--- config.mk ---
export PLATFORM = sky130hd
export DESIGN_NAME = gsl_mul
export DESIGN_NICKNAME = d
export VERILOG_FILES = /design/src/hdl/gsl_pkg.sv /design/src/hdl/gsl_mul.sv
export SDC_FILE = /design/constraint.sdc
export NUM_CORES = 2
export LEC_CHECK = 0
export BUFFER_PORTS_ARGS = -buffer_cell sky130_fd_sc_hd__buf_4
export CORE_UTILIZATION = 30
export CTS_CLUSTER_DIAMETER = 30
export CTS_CLUSTER_SIZE = 30
export DETAILED_ROUTE_END_ITERATION = 12
export PLACE_DENSITY_LB_ADDON = 0.08
export SLEW_MARGIN = 20
export SYNTH_ARGS = -nofsm -noshare
export SYNTH_HDL_FRONTEND = slang
export SYNTH_SLANG_ARGS = --single-unit
--- constraint.sdc ---
create_clock -name i_clk -period 10 [get_ports i_clk]
set_clock_uncertainty 0.15 [all_clocks]
set_input_delay 2 -clock i_clk [delete_from_list [all_inputs] [get_ports i_clk]]
set_output_delay 2 -clock i_clk [all_outputs]
set_load 0.05 [all_outputs]
--- src/hdl/gsl_pkg.sv ---
package gsl_pkg;

    typedef logic [15:0]        t_q15;
    typedef logic signed [32:0] t_mul_op;
    typedef logic signed [65:0] t_mul_prod;

    localparam logic [16:0] ONE_Q15    = 17'd32768;
    localparam logic [31:0] HASH_MUL_A = 32'h7feb352d;
    localparam logic [31:0] HASH_MUL_B = 32'h846ca68b;
    localparam logic [28:0] NOISE_DIV  = 29'd102300;
    localparam logic [28:0] NOISE_BIAS = 29'd51150;
    // floor(2^40 / 102300), quotient estimate is low by at most one
    localparam logic [31:0] NOISE_RECIP = 32'd10747914;

    // command codes
    localparam logic [1:0] CMD_RESEED = 2'd0;
    localparam logic [1:0] CMD_STEP   = 2'd1;
    localparam logic [1:0] CMD_READ   = 2'd2;

    // edge rules
    localparam logic [1:0] BND_CLAMP   = 2'd0;
    localparam logic [1:0] BND_WRAP    = 2'd1;
    localparam logic [1:0] BND_REFLECT = 2'd2;

    // seed patterns
    localparam logic [1:0] SEED_CENTER = 2'd0;
    localparam logic [1:0] SEED_SINGLE = 2'd1;
    localparam logic [1:0] SEED_WIDE   = 2'd2;
    localparam logic [1:0] SEED_NOISE  = 2'd3;

    // register indexes
    localparam logic [2:0] CFG_BOUNDARY = 3'd0;
    localparam logic [2:0] CFG_DT       = 3'd1;
    localparam logic [2:0] CFG_ITERS    = 3'd2;
    localparam logic [2:0] CFG_SEED     = 3'd3;
    localparam logic [2:0] CFG_FEED     = 3'd4;
    localparam logic [2:0] CFG_KILL     = 3'd5;

endpackage

--- src/hdl/gsl_mul.sv ---
module gsl_mul (
    input  logic              i_clk,
    input  gsl_pkg::t_mul_op  i_a,
    input  gsl_pkg::t_mul_op  i_b,
    output gsl_pkg::t_mul_prod o_p
);
    import gsl_pkg::*;

    t_mul_prod r_p;

    // register every product
    always_ff @(posedge i_clk) begin
        r_p <= i_a * i_b;
    end

    assign o_p = r_p;

endmodule

==> out/results.txt <==
Multiplexer share of the synthesized area: 0%
Reg clk slew, reported paths: 0.08 ns
Post-synth EDFFs: 0
Synth cell types: 80
Register cell area after layout: 1320 um^2
Std cell rows: 134
Sequential fraction of the synthesis area: 3.24%
Warning count from the yosys run: 0
Endpoints failing hold: 0
Die height: 370 um
Number of vias in the routed layout: 28100
Max transition margin: 41.8%
Synth Area per Inst: 9.39 um^2
Per-cell via count in the routed design: 4.55
Ratio of cells with drive above 1 in the final layout: 7.67%
Endpoint required time on the critical path: 10.23 ns
Finish-stage setup viols: 0
Total routing usage reported by global routing: 20.4%
Final setup TNS: 0 ns
Asr flop ratio synth: 0%
# IOs: 133
Post-synthesis share of cell area spent on xor and xnor gates: 1.46%
Path category of the worst min-delay check: input port to flop
Pre-CTS WS: 0.0829 ns
Commonest non-fill, non-tap cell in the layout: sky130_fd_sc_hd__fa_1
Post-CTS Setup Repair Bufs: 0
Hold-critical path depth: 3
Clock Path Buffers: 2
Gpl congestion: 0.834
Largest cells by area after synthesis: sky130_fd_sc_hd__fa_1 (56%), sky130_fd_sc_hd__inv_1 (10%), sky130_fd_sc_hd__and2_1 (8.6%), sky130_fd_sc_hd__ha_1 (6.7%), sky130_fd_sc_hd__nand2_1 (5.1%)
Arrival time at the worst endpoint: 9.70 ns
Area growth from synthesis to final layout: 9.81%
Syn Std Cell Area: 40700 um^2
Detailed-route wire length per cell: 21.2 um
Maximum operating frequency: 0.106 GHz
Largest area contributor in the netlist: sky130_fd_sc_hd__fa_1
Inserted Clock Buffers: 9
Unrepaired setup endpoints after global routing: false
Starting density of the core: 30.4%
Startpoint kind of the worst setup timing path: input port
Remaining DRCs: 0
Die Footprint: 137000 um^2
Area share of fa/ha/maj cells after synthesis: 62.9%
Post-CTS sizing: 0
Run status: complete, no violations
Placed Area: 44400 um^2
Count of antenna-violating nets left after detailed routing: 0
TritonCTS clock tree: built
Highest net fanout along the worst path: 22
Worst hold-check slack: 1.97 ns
Critical Path Sink Type: flop
Final #Nets: 5843
Core Footprint: 134000 um^2
Residual overflow from global routing: 0
Max reg flops: 66
#FFs+latches synth: 66
Estimated wirelength of the detail-placed design: 112 mm
TritonRoute pass-1 iters: 5
Global-route wire length before repair: 207 mm
Dominant register cell in the synthesized netlist: sky130_fd_sc_hd__dfxtp_1
Transition at the pin with the smallest max-transition slack: 0.872 ns
Commonest cells after routing, fill and taps aside: sky130_fd_sc_hd__fa_1 (1144), sky130_fd_sc_hd__inv_1 (1131), sky130_fd_sc_hd__and2_1 (562)
Overall routed net length: 131 mm
Number of levels in the clock H-tree: 3
Maximum number of pins on one net before global-route repair: 34
CTS Sinks: 66
Number of I/O port buffers: 132
Area used by multi-input combinational logic: 34300 um^2
Synth top area share: 56.3%
Hold bufs inserted after CTS: 0
Number of filler cells placed in the layout: 14100
Via count of the first global-routing pass: 32600
Main combinational cell family by area after synthesis: adder cells
Cell count after synthesis: 4338
Net count after synthesis: 5767
Category of the critical setup timing path: input port to flop
Fin crit share: 94.7%
DRT iter0 DRCs: 1207
Clock root buffer: sky130_fd_sc_hd__clkbuf_16
Die span in x: 370 um
Count of pins over their slew limit: 0
Post-synthesis simple-gate area fraction: 15.8%
Final non-filler cell area: 44700 um^2
Max-cap violations: 0
Compound-gate portion of the synthesized area: 4.07%
Post-route setup slack: 0.531 ns
Time the worst path needs with I/O delays and setup: 9.47 ns
Number of antenna violations at the first check in global routing: 8
-- final timing paths --
kind                  startpoint  slack [ns]  endpoint
worst max-delay path     i_b[10]        0.53   o_p[46]
worst min-delay path      i_b[0]        1.97    o_p[0]
-- through the flow --
| step | utilization [%] | cells |
|---|---|---|
| 3_5_place_dp | 33.1 | 6171 |
| 6_report | 33.3 | 6189 |
| 5_1_grt | 33.3 | 6188 |
| 4_1_cts | 33.3 | 6187 |
| 3_3_place_gp | 33.1 | 6171 |
| 2_1_floorplan | - | 4338 |
-- cells in the mapped netlist, types with 3 or more instances --
master                     number
sky130_fd_sc_hd__nand3_1       25
sky130_fd_sc_hd__or3_1          3
sky130_fd_sc_hd__o21ai_1        6
sky130_fd_sc_hd__a31oi_1        8
sky130_fd_sc_hd__nand2_1      551
sky130_fd_sc_hd__o21ai_0       25
sky130_fd_sc_hd__nand4_1       11
sky130_fd_sc_hd__and2_1       562
sky130_fd_sc_hd__nor2_1        68
sky130_fd_sc_hd__nor3_1         7
sky130_fd_sc_hd__o21a_1         6
sky130_fd_sc_hd__nand2b_1      12
sky130_fd_sc_hd__a211o_1        6
sky130_fd_sc_hd__o31ai_4        3
sky130_fd_sc_hd__nor2b_1        5
sky130_fd_sc_hd__dfxtp_1       66
sky130_fd_sc_hd__a211oi_1       7
sky130_fd_sc_hd__o211ai_1       4
sky130_fd_sc_hd__and4_1         5
sky130_fd_sc_hd__a211oi_2       3
sky130_fd_sc_hd__xor2_1        25
sky130_fd_sc_hd__clkbuf_1     208
sky130_fd_sc_hd__and3_1         5
sky130_fd_sc_hd__fa_1        1145
sky130_fd_sc_hd__or2_2          3
sky130_fd_sc_hd__o21bai_1      11
sky130_fd_sc_hd__a21oi_2        3
sky130_fd_sc_hd__inv_1       1131
sky130_fd_sc_hd__buf_2         11
sky130_fd_sc_hd__xnor2_1       43
sky130_fd_sc_hd__ha_1         217
sky130_fd_sc_hd__a21oi_1       57
sky130_fd_sc_hd__a21o_1        36
-- critical path: stages --
cell	delay, ns
sky130_fd_sc_hd__buf_4	0.31
sky130_fd_sc_hd__buf_4	0.30
sky130_fd_sc_hd__nand2_1	0.10
sky130_fd_sc_hd__fa_1	0.51
sky130_fd_sc_hd__inv_1	0.05
sky130_fd_sc_hd__fa_1	0.45
sky130_fd_sc_hd__fa_1	0.49
sky130_fd_sc_hd__inv_1	0.06
sky130_fd_sc_hd__fa_1	0.46
sky130_fd_sc_hd__fa_1	0.51
sky130_fd_sc_hd__fa_1	0.57
sky130_fd_sc_hd__inv_1	0.05
sky130_fd_sc_hd__fa_1	0.48
sky130_fd_sc_hd__inv_1	0.05
sky130_fd_sc_hd__fa_1	0.51
sky130_fd_sc_hd__inv_1	0.06
sky130_fd_sc_hd__ha_1	0.44
sky130_fd_sc_hd__nand2_1	0.08
sky130_fd_sc_hd__nor2_1	0.20
sky130_fd_sc_hd__nand3_1	0.37
sky130_fd_sc_hd__a21oi_1	0.66
sky130_fd_sc_hd__o21ba_2	0.25
sky130_fd_sc_hd__o21ai_2	0.10
sky130_fd_sc_hd__a211oi_1	0.41
sky130_fd_sc_hd__buf_4	0.18
-- area by class of cell --
| cell class | instances | area share (%) |
|---|---|---|
| multi-input combinational | 2920 | 76.7 |
| inverter | 1131 | 9.49 |
| timing repair buffer | 286 | 5.11 |
| tap | 1768 | 4.95 |
| sequential | 66 | 2.95 |
| clock buffer | 10 | 0.512 |
| clock inverter | 6 | 0.257 |
| antenna | 2 | 0.0112 |
-- metal layers --
metal | vias to the layer above | track usage, % | share of wire, %
met5 | - | 0 | 0
met4 | 0 | 4.57 | 2.0
met3 | 77 | 1.60 | 2.6
met2 | 395 | 36.9 | 53
met1 | 15200 | 26.2 | 42
li1 | 12500 | - | -
-- logic make-up after synthesis --
| logic type | Yosys count |
|---|---|
| simple gates | 1271 |
| compound gates | 219 |
| buf+inv | 1352 |
| fa+ha+maj | 1362 |
| xor+xnor | 68 |
| flops | 66 |
Power is left out: the tool's default activity adds up to more than one toggle a clock period on the data nets, which glitch-free logic cannot reach.
